$ cat src/hw/rtl/circle_outline_rasterizer_macros.svh
// Assertion macros for the circle outline rasterizer.
// Used by the top level; expects signals clk and rst in the including scope.
`ifndef CIRCLE_OUTLINE_RASTERIZER_MACROS_SVH
`define CIRCLE_OUTLINE_RASTERIZER_MACROS_SVH

// Same-cycle implication, checked outside reset.
`define COR_ASSERT_NOW(lbl, ante, cons) \
  lbl: assert property (@(posedge clk) disable iff (rst) (ante) |-> (cons)) \
    else $error("cor assertion failed");

// Next-cycle implication, checked outside reset.
`define COR_ASSERT_NEXT(lbl, ante, cons) \
  lbl: assert property (@(posedge clk) disable iff (rst) (ante) |=> (cons)) \
    else $error("cor assertion failed");

`endif

$ cat src/hw/rtl/cor_pkg.sv
// Shared types and constants of the circle outline rasterizer.
// No dependencies; imported by every module of the block.
package cor_pkg;

  localparam int SCREEN_COLUMNS = 320;
  localparam int SCREEN_ROWS    = 240;

  localparam int QUEUE_DEPTH = 2;
  localparam int QPTR_W      = $clog2(QUEUE_DEPTH);
  localparam int QCNT_W      = $clog2(QUEUE_DEPTH + 1);

  localparam logic FUNC_START = 1'b0;
  localparam logic FUNC_STEP  = 1'b1;

  // One iteration handed from the front to the back: the eight pixels of
  // position (a, b) around the saved center.
  typedef struct packed {
    logic signed [11:0] cx;
    logic signed [11:0] cy;
    logic [23:0]        color;
    logic [10:0]        a;
    logic [10:0]        b;
    logic               done;
  } iter_t;

  typedef struct packed {
    logic full;
    logic empty;
  } queue_status_t;

endpackage

$ cat src/hw/rtl/cor_front.sv
// Front of the circle outline rasterizer: takes requests, keeps the circle
// state and pushes one iteration record per drawn step. Depends on cor_pkg.
module cor_front (
  input  logic                 clk,
  input  logic                 rst,
  input  logic                 in_valid,
  output logic                 in_ready,
  input  logic                 in_func,
  input  logic signed [11:0]   in_center_x,
  input  logic signed [11:0]   in_center_y,
  input  logic [9:0]           in_radius,
  input  logic [23:0]          in_color,
  input  cor_pkg::queue_status_t q_status,
  output logic                 push,
  output cor_pkg::iter_t       push_item
);
  import cor_pkg::*;

  logic signed [11:0] saved_center_x;
  logic signed [11:0] saved_center_y;
  logic [23:0]        saved_color;
  logic [10:0]        step_offset_a;
  logic [10:0]        step_offset_b;
  logic [15:0]        decision_value;
  logic               drawing_active;

  logic        accept;
  logic        is_start;
  logic        d_pos;
  logic [15:0] diff4;
  logic [10:0] adv_a;
  logic [10:0] adv_b;
  logic [15:0] adv_d;
  logic [10:0] cur_a;
  logic [10:0] cur_b;
  logic [15:0] cur_d;
  logic        cur_pos;
  logic [12:0] next_a;
  logic [12:0] next_b;
  logic        done;
  logic        passed;
  logic        active_next;

  assign in_ready = !q_status.full;
  assign accept   = in_valid && in_ready;
  assign is_start = (in_func == FUNC_START);

  // One Bresenham circle iteration on the stored position.
  assign d_pos = !decision_value[15] && (decision_value != 16'd0);
  assign diff4 = ({5'b0, step_offset_a} - {5'b0, step_offset_b}) << 2;
  assign adv_a = step_offset_a + 11'd1;
  assign adv_b = d_pos ? (step_offset_b - 11'd1) : step_offset_b;
  assign adv_d = d_pos ? (decision_value + diff4 + 16'd10)
                       : (decision_value + {3'b0, step_offset_a, 2'b0} + 16'd6);

  assign cur_a = is_start ? 11'd0 : adv_a;
  assign cur_b = is_start ? {1'b0, in_radius} : adv_b;
  assign cur_d = is_start ? (16'd3 - {5'b0, in_radius, 1'b0}) : adv_d;

  // The circle ends on this position when the following one would have b < a.
  assign cur_pos = !cur_d[15] && (cur_d != 16'd0);
  assign next_a  = {2'b0, cur_a} + 13'd1;
  assign next_b  = {2'b0, cur_b} - {12'b0, cur_pos};
  assign done    = $signed(next_b) < $signed(next_a);
  assign passed  = cur_b < cur_a;

  assign push = accept && (is_start || (drawing_active && !passed));

  always_comb begin
    active_next = drawing_active;
    if (is_start) begin
      active_next = !done;
    end else if (drawing_active) begin
      active_next = !passed && !done;
    end
  end

  assign push_item.cx    = is_start ? in_center_x : saved_center_x;
  assign push_item.cy    = is_start ? in_center_y : saved_center_y;
  assign push_item.color = is_start ? in_color : saved_color;
  assign push_item.a     = cur_a;
  assign push_item.b     = cur_b;
  assign push_item.done  = done;

  always_ff @(posedge clk) begin
    if (rst) begin
      saved_center_x <= '0;
      saved_center_y <= '0;
      saved_color    <= '0;
      step_offset_a  <= '0;
      step_offset_b  <= '0;
      decision_value <= '0;
      drawing_active <= 1'b0;
    end else if (accept && (is_start || drawing_active)) begin
      if (is_start) begin
        saved_center_x <= in_center_x;
        saved_center_y <= in_center_y;
        saved_color    <= in_color;
      end
      step_offset_a  <= cur_a;
      step_offset_b  <= cur_b;
      decision_value <= cur_d;
      drawing_active <= active_next;
    end
  end

endmodule

$ cat src/hw/rtl/cor_queue.sv
// Short queue of iteration records between front and back.
// Depends on cor_pkg for the record type and depth.
module cor_queue (
  input  logic                  clk,
  input  logic                  rst,
  input  logic                  push,
  input  cor_pkg::iter_t        push_item,
  input  logic                  pop,
  output cor_pkg::iter_t        head,
  output cor_pkg::queue_status_t status
);
  import cor_pkg::*;

  iter_t             slots [QUEUE_DEPTH];
  logic [QPTR_W-1:0] wr_ptr;
  logic [QPTR_W-1:0] rd_ptr;
  logic [QCNT_W-1:0] count;
  logic              do_push;
  logic              do_pop;

  assign status.full  = (count == QCNT_W'(QUEUE_DEPTH));
  assign status.empty = (count == '0);
  assign do_push      = push && !status.full;
  assign do_pop       = pop && !status.empty;
  assign head         = slots[rd_ptr];

  always_ff @(posedge clk) begin
    if (do_push) begin
      slots[wr_ptr] <= push_item;
    end
  end

  always_ff @(posedge clk) begin
    if (rst) begin
      wr_ptr <= '0;
      rd_ptr <= '0;
      count  <= '0;
    end else begin
      if (do_push) begin
        wr_ptr <= (wr_ptr == QPTR_W'(QUEUE_DEPTH - 1)) ? '0 : wr_ptr + 1'b1;
      end
      if (do_pop) begin
        rd_ptr <= (rd_ptr == QPTR_W'(QUEUE_DEPTH - 1)) ? '0 : rd_ptr + 1'b1;
      end
      case ({do_push, do_pop})
        2'b10:   count <= count + 1'b1;
        2'b01:   count <= count - 1'b1;
        default: count <= count;
      endcase
    end
  end

endmodule

$ cat src/hw/rtl/cor_back.sv
// Back of the circle outline rasterizer: expands each iteration record into
// eight pixels, one per cycle while out_ready allows, through two registered stages. Depends on cor_pkg.
module cor_back (
  input  logic                   clk,
  input  logic                   rst,
  input  cor_pkg::queue_status_t q_status,
  input  cor_pkg::iter_t         q_head,
  output logic                   pop,
  output logic                   out_valid,
  input  logic                   out_ready,
  output logic signed [12:0]     pixel_x,
  output logic signed [12:0]     pixel_y,
  output logic                   on_screen,
  output logic [16:0]            pixel_address,
  output logic [23:0]            pixel_color,
  output logic                   last_of_step,
  output logic                   circle_done
);
  import cor_pkg::*;

  iter_t       cur;
  logic        busy;
  logic [2:0]  idx;

  logic        s1_valid;
  logic [12:0] s1_x;
  logic [12:0] s1_y;
  logic [23:0] s1_color;
  logic        s1_last;
  logic        s1_done;

  logic        m_adv;
  logic        s1_load;
  logic        gen_fire;
  logic        gen_last;
  logic [10:0] x_mag;
  logic [10:0] y_mag;
  logic [12:0] x_off;
  logic [12:0] y_off;
  logic [12:0] gen_x;
  logic [12:0] gen_y;
  logic        x_in;
  logic        y_in;
  logic        s2_on;
  logic [24:0] s2_prod;

  assign m_adv    = !out_valid || out_ready;
  assign s1_load  = !s1_valid || m_adv;
  assign gen_fire = busy && s1_load;
  assign gen_last = (idx == 3'd7);
  assign pop      = !q_status.empty && (!busy || (gen_fire && gen_last));

  // Octant order: the upper index bit swaps a and b, bit 0 mirrors x, bit 1 mirrors y.
  assign x_mag = idx[2] ? cur.b : cur.a;
  assign y_mag = idx[2] ? cur.a : cur.b;
  assign x_off = idx[0] ? (13'd0 - {2'b0, x_mag}) : {2'b0, x_mag};
  assign y_off = idx[1] ? (13'd0 - {2'b0, y_mag}) : {2'b0, y_mag};
  assign gen_x = {cur.cx[11], cur.cx} + x_off;
  assign gen_y = {cur.cy[11], cur.cy} + y_off;

  always_ff @(posedge clk) begin
    if (rst) begin
      busy <= 1'b0;
      idx  <= '0;
    end else if (!busy) begin
      if (pop) begin
        busy <= 1'b1;
        idx  <= '0;
      end
    end else if (gen_fire) begin
      idx <= idx + 3'd1;
      if (gen_last && !pop) begin
        busy <= 1'b0;
      end
    end
  end

  always_ff @(posedge clk) begin
    if (pop) begin
      cur <= q_head;
    end
  end

  always_ff @(posedge clk) begin
    if (rst) begin
      s1_valid <= 1'b0;
    end else if (s1_load) begin
      s1_valid <= gen_fire;
    end
  end

  always_ff @(posedge clk) begin
    if (s1_load) begin
      s1_x     <= gen_x;
      s1_y     <= gen_y;
      s1_color <= cur.color;
      s1_last  <= gen_last;
      s1_done  <= gen_last && cur.done;
    end
  end

  assign x_in    = !s1_x[12] && ({1'b0, s1_x} < 14'(SCREEN_COLUMNS));
  assign y_in    = !s1_y[12] && ({1'b0, s1_y} < 14'(SCREEN_ROWS));
  assign s2_on   = x_in && y_in;
  assign s2_prod = 25'(s1_y[11:0]) * 25'(SCREEN_COLUMNS) + 25'(s1_x[11:0]);

  always_ff @(posedge clk) begin
    if (rst) begin
      out_valid <= 1'b0;
    end else if (m_adv) begin
      out_valid <= s1_valid;
    end
  end

  always_ff @(posedge clk) begin
    if (m_adv) begin
      pixel_x       <= s1_x;
      pixel_y       <= s1_y;
      on_screen     <= s2_on;
      pixel_address <= s2_on ? s2_prod[16:0] : 17'd0;
      pixel_color   <= s1_color;
      last_of_step  <= s1_last;
      circle_done   <= s1_done;
    end
  end

endmodule

$ cat src/hw/rtl/circle_outline_rasterizer.sv
// Top level of the circle outline rasterizer: front, queue and back.
// Depends on cor_pkg, cor_front, cor_queue, cor_back and the assertion macros.
//
// Requests come in on the s_axis channel. tuser = 0 starts a circle from the
// center, radius and color in tdata; tuser = 1 advances the current circle by
// one iteration. Each drawing request yields eight pixels on m_axis, one per
// cycle, in the order (+a,+b) (-a,+b) (+a,-b) (-a,-b) (+b,+a) (-b,+a) (+b,-a)
// (-b,-a); tlast marks the eighth, tuser marks the eighth of the final one.
// An advance request with no circle in progress yields nothing.
// The single pixel output sets the throughput of drawing requests; a request that
// yields nothing pushes no record. A record passes from the queue through the
// back end's record register, the s1 stage and the output register.
// A two-entry queue parts front and back, so requests are taken while earlier
// pixels still drain. When m_axis stalls, the pixel pipeline holds and the
// queue fills; s_axis_tready falls once it is full.
// Reset clears the circle state (no circle in progress), empties the queue
// and drops m_axis_tvalid.
`include "circle_outline_rasterizer_macros.svh"
module circle_outline_rasterizer (
  input  logic        clk,
  input  logic        rst,
  input  logic        s_axis_tvalid,
  output logic        s_axis_tready,
  // tdata: center_x[11:0], center_y[23:12], radius[33:24], color[57:34], zero[63:58]
  input  logic [63:0] s_axis_tdata,
  // tuser: func[0]
  input  logic        s_axis_tuser,
  output logic        m_axis_tvalid,
  input  logic        m_axis_tready,
  // tdata: pixel_x[12:0], pixel_y[25:13], on_screen[26], pixel_address[43:27],
  //        pixel_color[67:44], zero[71:68]
  output logic [71:0] m_axis_tdata,
  // tuser: circle_done[0]
  output logic        m_axis_tuser,
  // tlast: last_of_step
  output logic        m_axis_tlast
);
  import cor_pkg::*;

  queue_status_t q_status;
  iter_t         push_item;
  iter_t         q_head;
  logic          push;
  logic          pop;

  logic signed [12:0] pixel_x;
  logic signed [12:0] pixel_y;
  logic               on_screen;
  logic [16:0]        pixel_address;
  logic [23:0]        pixel_color;

  cor_front u_front (
    .clk         (clk),
    .rst         (rst),
    .in_valid    (s_axis_tvalid),
    .in_ready    (s_axis_tready),
    .in_func     (s_axis_tuser),
    .in_center_x (s_axis_tdata[11:0]),
    .in_center_y (s_axis_tdata[23:12]),
    .in_radius   (s_axis_tdata[33:24]),
    .in_color    (s_axis_tdata[57:34]),
    .q_status    (q_status),
    .push        (push),
    .push_item   (push_item)
  );

  cor_queue u_queue (
    .clk       (clk),
    .rst       (rst),
    .push      (push),
    .push_item (push_item),
    .pop       (pop),
    .head      (q_head),
    .status    (q_status)
  );

  cor_back u_back (
    .clk           (clk),
    .rst           (rst),
    .q_status      (q_status),
    .q_head        (q_head),
    .pop           (pop),
    .out_valid     (m_axis_tvalid),
    .out_ready     (m_axis_tready),
    .pixel_x       (pixel_x),
    .pixel_y       (pixel_y),
    .on_screen     (on_screen),
    .pixel_address (pixel_address),
    .pixel_color   (pixel_color),
    .last_of_step  (m_axis_tlast),
    .circle_done   (m_axis_tuser)
  );

  assign m_axis_tdata = {4'b0, pixel_color, pixel_address, on_screen, pixel_y, pixel_x};

  // The final pixel of a circle is always the eighth of its iteration.
  `COR_ASSERT_NOW(a_done_on_last, m_axis_tvalid && m_axis_tuser, m_axis_tlast)
  // Off-screen pixels carry a zero address.
  `COR_ASSERT_NOW(a_off_addr_zero, m_axis_tvalid && !on_screen, pixel_address == 17'd0)
  // A full queue must hold off new requests.
  `COR_ASSERT_NOW(a_full_stalls, q_status.full, !s_axis_tready)
  // A pop from an empty queue must never be issued.
  `COR_ASSERT_NOW(a_pop_nonempty, pop, !q_status.empty)

endmodule

$ cat config.mk
export PLATFORM = sky130hd
export DESIGN_NAME = circle_outline_rasterizer
export DESIGN_NICKNAME = d
export VERILOG_FILES = /design/src/hw/rtl/cor_pkg.sv /design/src/hw/rtl/cor_front.sv /design/src/hw/rtl/cor_queue.sv /design/src/hw/rtl/cor_back.sv /design/src/hw/rtl/circle_outline_rasterizer.sv
export VERILOG_INCLUDE_DIRS = /design/src /design/src/hw/rtl
export SDC_FILE = /design/constraint.sdc
export NUM_CORES = 1
export LEC_CHECK = 0
export ABC_CLOCK_PERIOD_IN_PS = 8400
export BUFFER_PORTS_ARGS = -buffer_cell sky130_fd_sc_hd__buf_2
export CAP_MARGIN = 10
export CORE_MARGIN = 5
export CORE_UTILIZATION = 45
export DETAILED_ROUTE_END_ITERATION = 10
export PLACE_DENSITY = 0.65
export SETUP_SLACK_MARGIN = 0.05
export SLEW_MARGIN = 20
export SYNTH_ARGS = -nofsm -noshare
export SYNTH_HDL_FRONTEND = slang
export SYNTH_SLANG_ARGS = --single-unit
$ cat constraint.sdc
create_clock -name clk -period 8.4 [get_ports clk]
set_input_delay 0 -clock clk [delete_from_list [all_inputs] [get_ports clk]]
set_output_delay 0 -clock clk [all_outputs]
set_load 0.01 [all_outputs]
==> results.txt, run 1 <==
The run finished with clean final reports. The slew at the pin closest to its max-slew limit came out at 1.09 ns. The DRC violation total after the first TritonRoute iteration is 666. The cell with the biggest individual delay on the critical path is sky130_fd_sc_hd__or4_1. The xor and xnor fraction of the mapped netlist area is 5.23%. The post-detailed-route DRC marker count is 0. The met2 routing resource usage after global routing came out at 30.7%. STA puts the critical path data required time at 8.83 ns. The path with the worst hold slack has its endpoint at u_front.decision_value[7]$_SDFFE_PP0P_.

The number of vias per cell after detailed routing came out at 5.31. The worst hold path cell count is 5. The number of global-route vias before repair came out at 14.0k. The placed wire-length estimate after detailed placement came out at 31,500 µm. The number of input and output port buffers inserted came out at 134. The maximum ir drop on the vdd rail came out at 0.000177 V.

The mapped cell area is 0.0213 mm². Setup violations remaining at the end of the flow were counted as 0. The first-pass iteration count of the detailed router is 6. Of the synthesized area, sequential elements account for 56.5%.

Summing the areas of all compound-gate instances in the mapped netlist gives 8.57% of the synthesized area. The library cell used as clock root buffer is sky130_fd_sc_hd__clkbuf_16. The number of H-tree branching levels is 2. Across all hold checks on the routed design, the worst slack comes to 0.0578 ns. The power density normalized to cell area is 363 mW/mm². The count of final max-slew check failures came out at 0. TritonCTS built the clock tree. The number of nets with antenna violations after routing is 0.

Counting every sink on the clock net gives 432. The count of placed standard cells in the final layout, fillers left out is 2,593. Setup repair after global routing left no endpoint under its margin. The number of distinct standard cells referenced by the synthesized netlist came out at 85.

The core area is 0.0467 mm². The capturing point of the worst reg2reg path is u_front.drawing_active$_SDFFE_PP0P_. The final route contains 13.8k vias. The number of max-cap violations is 0. Dividing the final minimum period by the clock period gives 91.3%.

The mean instance size in the synthesized netlist came out at 12.1 µm². The register-to-register setup slack is 0.73 ns. The kind of end point of the critical path is a flop. The placement row count is 79. The met1 usage is 22.6%. The aggregate global routing overflow came out at 0. The type of the tightest min-delay check is input pin to flop. The clock skew is 0.0212 ns. The routability-driven placement congestion ratio came out at 0.863. The number of failing hold endpoints at the final stage is 0. After clock tree synthesis, the clock-pin slew on the worst setup and hold paths is 0.06 ns. The worst reg-to-reg path cell count came out at 35. The global routing stage identified its most utilized layer as met2. The initial antenna violation count came out at 0. The maximum operating frequency came out at 130 MHz. The layout overhead on the synthesized area came out at 15.7%. The analysis attributes to cell leakage a power of 9.40 nW. The worst setup path is of the flop to flop kind. The share of post-route cells with drive strength above 1 came out at 18.9%. The number of flops mapped to enable cells by yosys is 335. The highest cell delay on the worst timing path came out at 0.50 ns. In the global route stage, met3 resource usage came out at 2.99%. The number of filler instances in the final layout came out at 3,962. The final sum of negative setup slack is 0 ns. The maximum buffer depth of the clock tree came out at 3. The final routed wire length divided by cell count is 17.9 µm. The fraction of the mapped netlist area in simple logic gates came out at 10.3%. During synthesis, Yosys emitted a total of 0 warnings. The cell count after synthesis came out at 1,758. Data on the critical path arrives at its endpoint at 8.10 ns. The wire length reported by the detailed router came out at 46,500 µm. The source of the worst hold timing path is s_axis_tdata[30].

The number of buffers created by CTS is 45. The worst setup path is launched from a flop. The maximum number of pins on one net before global-route repair is 84.

The multi-input combinational cell area is 0.00869 mm². The total global routing track utilization came out at 17.9%. For this run, asynchronously set or reset flops after synthesis account for 0%.

In this run the critical register-to-register path is launched from u_front.step_offset_a[0]$_SDFFE_PP0P_. The total instance count after detailed placement is 2,449. The floorplan step defined a die boundary enclosing 0.0517 mm². The I/O pin total came out at 145. After synthesis, the share of cell area in mux cells is 7.84%.

The total inserted antenna cells is 0. From left edge to right edge, the die measures 227 µm. The die boundary height came out at 227 µm. The net count of the finished layout is 2,162. The sequential cells in the finished layout cover a total of 0.0120 mm². The first global-routing pass estimated 73,500 µm of wire. The total power draw is 8.91 mW.

In the synthesized netlist the dominant register cell turns out to be sky130_fd_sc_hd__edfxtp_1. The clock latency on the worst-skew pair came out at 0.59 ns. Measured against its own limit, the worst slew margin works out to 27.1%. After synthesis, the largest family of logic cells by area is simple AND/OR/NAND/NOR gates. The share of synthesized cell area in full adder, half adder and majority cells is 8.67%.

Once the floorplan was initialized, standard cells occupied 45.5% of the core. The most repeated library cell on the critical path is sky130_fd_sc_hd__ha_1. The number of register bits inferred by synthesis came out at 432.

The largest fanout on the critical path is 5. The post-route minimum period came out at 7.67 ns.
-- synth_stat cells (16+ instances only) --
library cell | count | share of area (%)
sky130_fd_sc_hd__o21bai_1 | 16 | 0.57
sky130_fd_sc_hd__inv_1 | 84 | 1.5
sky130_fd_sc_hd__mux2i_1 | 28 | 1.3
sky130_fd_sc_hd__nor3_1 | 32 | 0.75
sky130_fd_sc_hd__dfxtp_1 | 97 | 9.1
sky130_fd_sc_hd__o21ai_0 | 32 | 0.75
sky130_fd_sc_hd__nor2_1 | 106 | 1.9
sky130_fd_sc_hd__nand3_1 | 30 | 0.71
sky130_fd_sc_hd__nand2_1 | 187 | 3.3
sky130_fd_sc_hd__edfxtp_1 | 335 | 47
sky130_fd_sc_hd__ha_1 | 136 | 8.0
sky130_fd_sc_hd__clkbuf_1 | 35 | 0.62
sky130_fd_sc_hd__xor2_1 | 40 | 1.6
sky130_fd_sc_hd__a21o_1 | 16 | 0.57
sky130_fd_sc_hd__xnor2_1 | 85 | 3.5
sky130_fd_sc_hd__a21oi_1 | 139 | 3.3
sky130_fd_sc_hd__mux2_2 | 119 | 6.3
-- logic make-up after synthesis --
family,count (synthesis)
AND/OR/NAND/NOR,464
flip-flops,432
AO/OA/AOI/OAI,291
buffers and inverters,152
multiplexers,149
adder cells (fa/ha/maj),143
XOR/XNOR,126
other,1
-- layout make-up --
type	count	share of cell area (%)
Sequential cell	432	48.8
Multi-Input combinational cell	1177	35.3
Timing Repair Buffer	208	5.63
Clock buffer	61	4.91
Tap cell	607	3.09
Inverter	86	1.31
Clock inverter	22	0.896
-- state kept, by name, summed over array words and instances, names as in the netlist, 2 cells and up --
register                count
u_back.pixel_x             13
u_back.idx                  3
u_front.saved_center_x     12
u_back.s1_y                13
u_queue.count               2
u_back.s1_color            24
u_queue.slots             142
u_back.s1_x                13
u_front.decision_value     16
u_back.pixel_address       17
u_front.step_offset_a      11
u_back.pixel_y             13
u_back.pixel_color         24
u_front.saved_center_y     12
u_front.step_offset_b      11
u_front.saved_color        24
u_back.cur                 71
-- worst max-delay path, delay by kind of cell, from the launching register on --
kind | cells | cell delay [ns]
AOI/OAI and AO/OA | 16 | 2.96
xor gates and xnor gates | 2 | 0.31
adders and majority gates | 7 | 1.94
buffers and inverters | 3 | 0.27
DFF | 1 | 0.35
and+or+nand+nor | 7 | 1.70
-- placed cells by master, fill, tap and decap left out, types with 5 or more instances in the layout --
master,count
sky130_fd_sc_hd__a211oi_1,11
sky130_fd_sc_hd__a21o_1,16
sky130_fd_sc_hd__a21oi_1,136
sky130_fd_sc_hd__a21oi_2,5
sky130_fd_sc_hd__a31oi_1,10
sky130_fd_sc_hd__and2_1,11
sky130_fd_sc_hd__and3_1,11
sky130_fd_sc_hd__buf_2,132
sky130_fd_sc_hd__buf_4,15
sky130_fd_sc_hd__clkbuf_1,14
sky130_fd_sc_hd__clkbuf_16,45
sky130_fd_sc_hd__clkinv_1,7
sky130_fd_sc_hd__dfxtp_1,95
sky130_fd_sc_hd__dlygate4sd3_1,61
sky130_fd_sc_hd__edfxtp_1,335
sky130_fd_sc_hd__fa_1,7
sky130_fd_sc_hd__ha_1,136
sky130_fd_sc_hd__inv_1,83
sky130_fd_sc_hd__mux2_2,119
sky130_fd_sc_hd__mux2i_1,28
sky130_fd_sc_hd__nand2_1,186
sky130_fd_sc_hd__nand2b_1,9
sky130_fd_sc_hd__nand3_1,30
sky130_fd_sc_hd__nand4_1,12
sky130_fd_sc_hd__nor2_1,104
sky130_fd_sc_hd__nor2b_1,15
sky130_fd_sc_hd__nor3_1,32
sky130_fd_sc_hd__o211ai_1,9
sky130_fd_sc_hd__o21a_1,10
sky130_fd_sc_hd__o21ai_0,32
sky130_fd_sc_hd__o21bai_1,16
sky130_fd_sc_hd__o31ai_1,5
sky130_fd_sc_hd__or2_2,6
sky130_fd_sc_hd__or3_1,9
sky130_fd_sc_hd__xnor2_1,85
sky130_fd_sc_hd__xor2_1,40
-- how the worst max path moves through the flow --
stage,from,to,depth (start not counted)
5_1_grt,u_front.step_offset_a[0]$_SDFFE_PP0P_,u_front.drawing_active$_SDFFE_PP0P_,35
4_1_cts,u_front.step_offset_a[0]$_SDFFE_PP0P_,u_front.drawing_active$_SDFFE_PP0P_,35
2_1_floorplan,u_back.out_valid$_SDFFE_PP0P_,u_queue.count[1]$_SDFFE_PP0P_,7
3_3_place_gp,u_front.step_offset_b[0]$_SDFFE_PP0P_,u_front.drawing_active$_SDFFE_PP0P_,34
3_5_place_dp,u_front.step_offset_a[0]$_SDFFE_PP0P_,u_front.drawing_active$_SDFFE_PP0P_,35
6_report,u_front.step_offset_a[0]$_SDFFE_PP0P_,u_front.drawing_active$_SDFFE_PP0P_,35
-- metrics by stage --
stage / setup slack (ns) / area (µm²) / utilization, %
after CTS: 0.603 / 24600 / 52.7
after detailed placement: 0.644 / 22500 / 48.3
after global placement: 0.842 / 22500 / 48.3
final: 0.734 / 24600 / 52.7
after global routing: 0.111 / 24600 / 52.7
after floorplan: 1.65 / 21300 / -
-- report_power, final --
group | switching (mW) | total, mW | internal (mW)
registers | 0.335 | 3.48 | 3.15
clock network | 0.844 | 1.90 | 1.06
logic | 1.99 | 3.53 | 1.54
total | 3.17 | 8.91 | 5.75
-- layer usage --
layer / vias up / routed length, µm
met3: 108 / 1880
met1: 6607 / 20100
met4: 0 / 1880
li1: 6752 / -
met5: - / 0
met2: 298 / 22700
-- repair_timing --
| action | CTS | global route |
|---|---|---|
| hold endpoints to repair | 183 | 0 |
| endpoints found under the setup margin | 0 | 1 |
| gates resized for setup | 0 | 1 |
| hold buffers | 61 | 0 |
| buffers inserted | 0 | 0 |
No activity file was read; power rests on OpenSTA's default activity.
==> run 2: changes to the inputs <==
PLACE_DENSITY = 0.61   (was 0.65)
==> results.txt, run 2 (synthesis results as in run 1) <==
The area used by sequential logic in the layout is 0.0120 mm² (unchanged). The starting utilization of the core area came out at 45.5% (unchanged). The total inserted antenna cells came to 0 (unchanged). The highest cell delay on the worst timing path came out at 0.51 ns (was 0.50 ns).

The number of vias per cell after detailed routing was 5.34 (was 5.31). The placed wire-length estimate after detailed placement is 32,400 µm (was 31,500 µm). The fraction of the core area covered by cells at the end of the flow came out at 52.8% (was 52.7%).

Commonest cells after routing, fill and taps aside: 335 x sky130_fd_sc_hd__edfxtp_1, 186 x sky130_fd_sc_hd__nand2_1, 137 x sky130_fd_sc_hd__a21oi_1 (was 335 x sky130_fd_sc_hd__edfxtp_1, 186 x sky130_fd_sc_hd__nand2_1, 136 x sky130_fd_sc_hd__a21oi_1, 136 x sky130_fd_sc_hd__ha_1, 132 x sky130_fd_sc_hd__buf_2). The via count of the routed design is 13.9k (was 13.8k). The number of hold-repair buffers added at the cts stage is 61 (unchanged). The DRC violation total after the first TritonRoute iteration came out at 865 (was 666). The final sum of negative setup slack came out at 0 ns (unchanged). The total global routing track utilization came out at 18.5% (was 17.9%).

The number of flip-flops under the largest register name came out at 142 (unchanged). The core area came to 0.0467 mm² (unchanged). The most frequent standard cell in the layout excluding fill and tap cells was sky130_fd_sc_hd__edfxtp_1 (unchanged). The number of filler instances in the final layout came to 4,013 (was 3,962).

Status: finished clean (unchanged). The static leakage came to 9.45 nW (was 9.40 nW). The final-stage net count is 2,165 (was 2,162). The full die area is 0.0517 mm² (unchanged). The power density normalized to cell area is 365 mW/mm² (was 363 mW/mm²).

The kind of end point of the critical path is a flop (unchanged). The number of max-cap violations is 0 (unchanged). The worst endpoint data arrival time is 8.19 ns (was 8.10 ns).

The setup fix buffers added after clock tree synthesis is 0 (unchanged). The maximum ir drop on the vdd rail came out at 0.000191 V (was 0.000177 V). The share of the clock period used by the worst path is 92.3% (was 91.3%).

The total power draw came out at 9.00 mW (was 8.91 mW). The maximum number of pins on one net before global-route repair came out at 77 (was 84). The top register by number of flip-flops is u_queue.slots (unchanged). The clock tree from TritonCTS was built (unchanged).

The final routed wire length divided by cell count is 18.7 µm (was 17.9 µm). The initial antenna violation count was 0 (unchanged). RSZ-0062 raised after global routing: no (unchanged).

The number of clock sinks came out at 432 (unchanged). The largest fanout on the critical path is 5 (unchanged). The aggregate global routing overflow is 0 (unchanged). The share of post-route cells with drive strength above 1 is 19.1% (was 18.9%). The clock skew is 0.0279 ns (was 0.0212 ns).

The library cell used as clock root buffer is sky130_fd_sc_hd__clkbuf_16 (unchanged). The cell with the biggest individual delay on the critical path is sky130_fd_sc_hd__or4_1 (unchanged). The number of H-tree branching levels came out at 2 (unchanged).

The first-pass iteration count of the detailed router is 5 (was 6). The post-route minimum period is 7.75 ns (was 7.67 ns). The first-pass GRT wire length was 75,600 µm (was 73,500 µm).

The worst-case setup margin in the final layout is 0.645 ns (was 0.734 ns). The layout overhead on the synthesized area is 16.0% (was 15.7%). The startpoint class of the critical path was a flop (unchanged).

The maximum operating frequency came to 129 MHz (was 130 MHz). The chip width is 227 µm (unchanged). The count of final max-slew check failures came to 0 (unchanged). The minimum setup slack after placement came to 0.744 ns (was 0.644 ns). The clock-pin slew on the worst setup and hold paths came out at 0.06 ns (about the same). The type of the setup path with the least slack is flop to flop (unchanged).

The wire length reported by the detailed router is 48,500 µm (was 46,500 µm). The number of gates resized after CTS came out at 0 (unchanged). The number of buffers created by CTS was 46 (was 45).

The headroom to the max-slew limit came out at 33.5% (was 27.1%). The slew at the pin closest to its max-slew limit is 0.997 ns (was 1.09 ns). The number of global-route vias before repair came out at 13.9k (was 14.0k). The clock latency on the worst-skew pair is 0.58 ns (was 0.59 ns). The placement row count came out at 79 (unchanged). The type of the tightest min-delay check is input pin to flop (unchanged).

The number of input and output port buffers inserted is 134 (unchanged). The multi-input combinational cell area came out at 0.00869 mm² (about the same). The die boundary height was 227 µm (unchanged). The routability-driven placement congestion ratio was 0.898 (was 0.863).

The maximum buffer depth of the clock tree came out at 3 (unchanged). Largest regs: u_queue.slots x142, u_back.cur x71 (unchanged). The I/O pin total came out at 145 (unchanged). The number of nets with antenna violations after routing came out at 0 (unchanged). The required time of the critical path came out at 8.84 ns (was 8.83 ns). The number of failing hold endpoints at the final stage came out at 0 (unchanged). The post-detailed-route DRC marker count is 0 (unchanged). The number of setup violations in the final report is 0 (unchanged).
-- run 2: cell count changes in the layout (fill, tap and decap cells not counted), moves of 2 or more --
cell and change:
sky130_fd_sc_hd__buf_4 +2, sky130_fd_sc_hd__clkinv_8 +2, sky130_fd_sc_hd__clkinv_2 +4, sky130_fd_sc_hd__inv_6 -4
sky130_fd_sc_hd__clkinvlp_4 -2, sky130_fd_sc_hd__bufinv_16 +2
-- run 2: final timing paths --
| path | startpoint | slack, ns | end | cells after the start |
|---|---|---|---|---|
| worst min-delay path | s_axis_tdata[26] | 0.04 | u_front.step_offset_b[2]$_SDFFE_PP0P_ | 5 |
| worst max register to register | u_front.step_offset_a[0]$_SDFFE_PP0P_ | 0.65 | u_front.drawing_active$_SDFFE_PP0P_ | 36 |
| worst max-delay path | u_front.step_offset_a[0]$_SDFFE_PP0P_ | 0.65 | u_front.drawing_active$_SDFFE_PP0P_ | 36 |
| worst min register to register | u_back.s1_color[8]$_DFFE_PN_ | 0.42 | u_back.pixel_color[8]$_DFFE_PP_ | 0 |
-- run 2: final cells by class --
cell class / instances / share of cell area, %
sequential: 432 / 48.7
multi-input combinational: 1177 / 35.2
timing repair buffer: 210 / 5.67
clock buffer: 62 / 5.03
tap: 607 / 3.08
inverter: 86 / 1.31
clock inverter: 22 / 0.964
-- run 2: stage by stage --
step / area (µm²) / hold slack (ns) / std cells
global placement: 22600 / 0.312 / 2451
detailed placement: 22600 / 0.320 / 2451
global route: 24700 / 0.0344 / 2596
CTS: 24700 / 0.00598 / 2596
floorplan: 21300 / 0.160 / 1761
finish: 24700 / 0.0364 / 2596
-- run 2: metal layers --
layer  part of all wire, %  track usage [%]  up-vias
li1                      -                -     6753
met1                    44             23.7     6756
met2                    50             32.8      282
met3                   4.4             3.20       76
met4                   2.2             4.55        0
met5                     0                0        -
-- run 2: critical path: cells and delay by family (launching register included) --
kind	cells	cell delay, ns
flops	1	0.34
fa+ha+maj	7	1.94
simple gates	7	1.70
buf+inv	3	0.29
xor+xnor	2	0.30
compound gates	17	3.03
-- run 2: report_power, final --
part	switching [mW]	total (mW)	leakage (nW)	internal, mW
Clock	0.835	1.97	0.723	1.14
Combinational	2.01	3.55	4.63	1.53
Sequential	0.329	3.48	4.10	3.15
Total	3.18	9.00	9.45	5.82
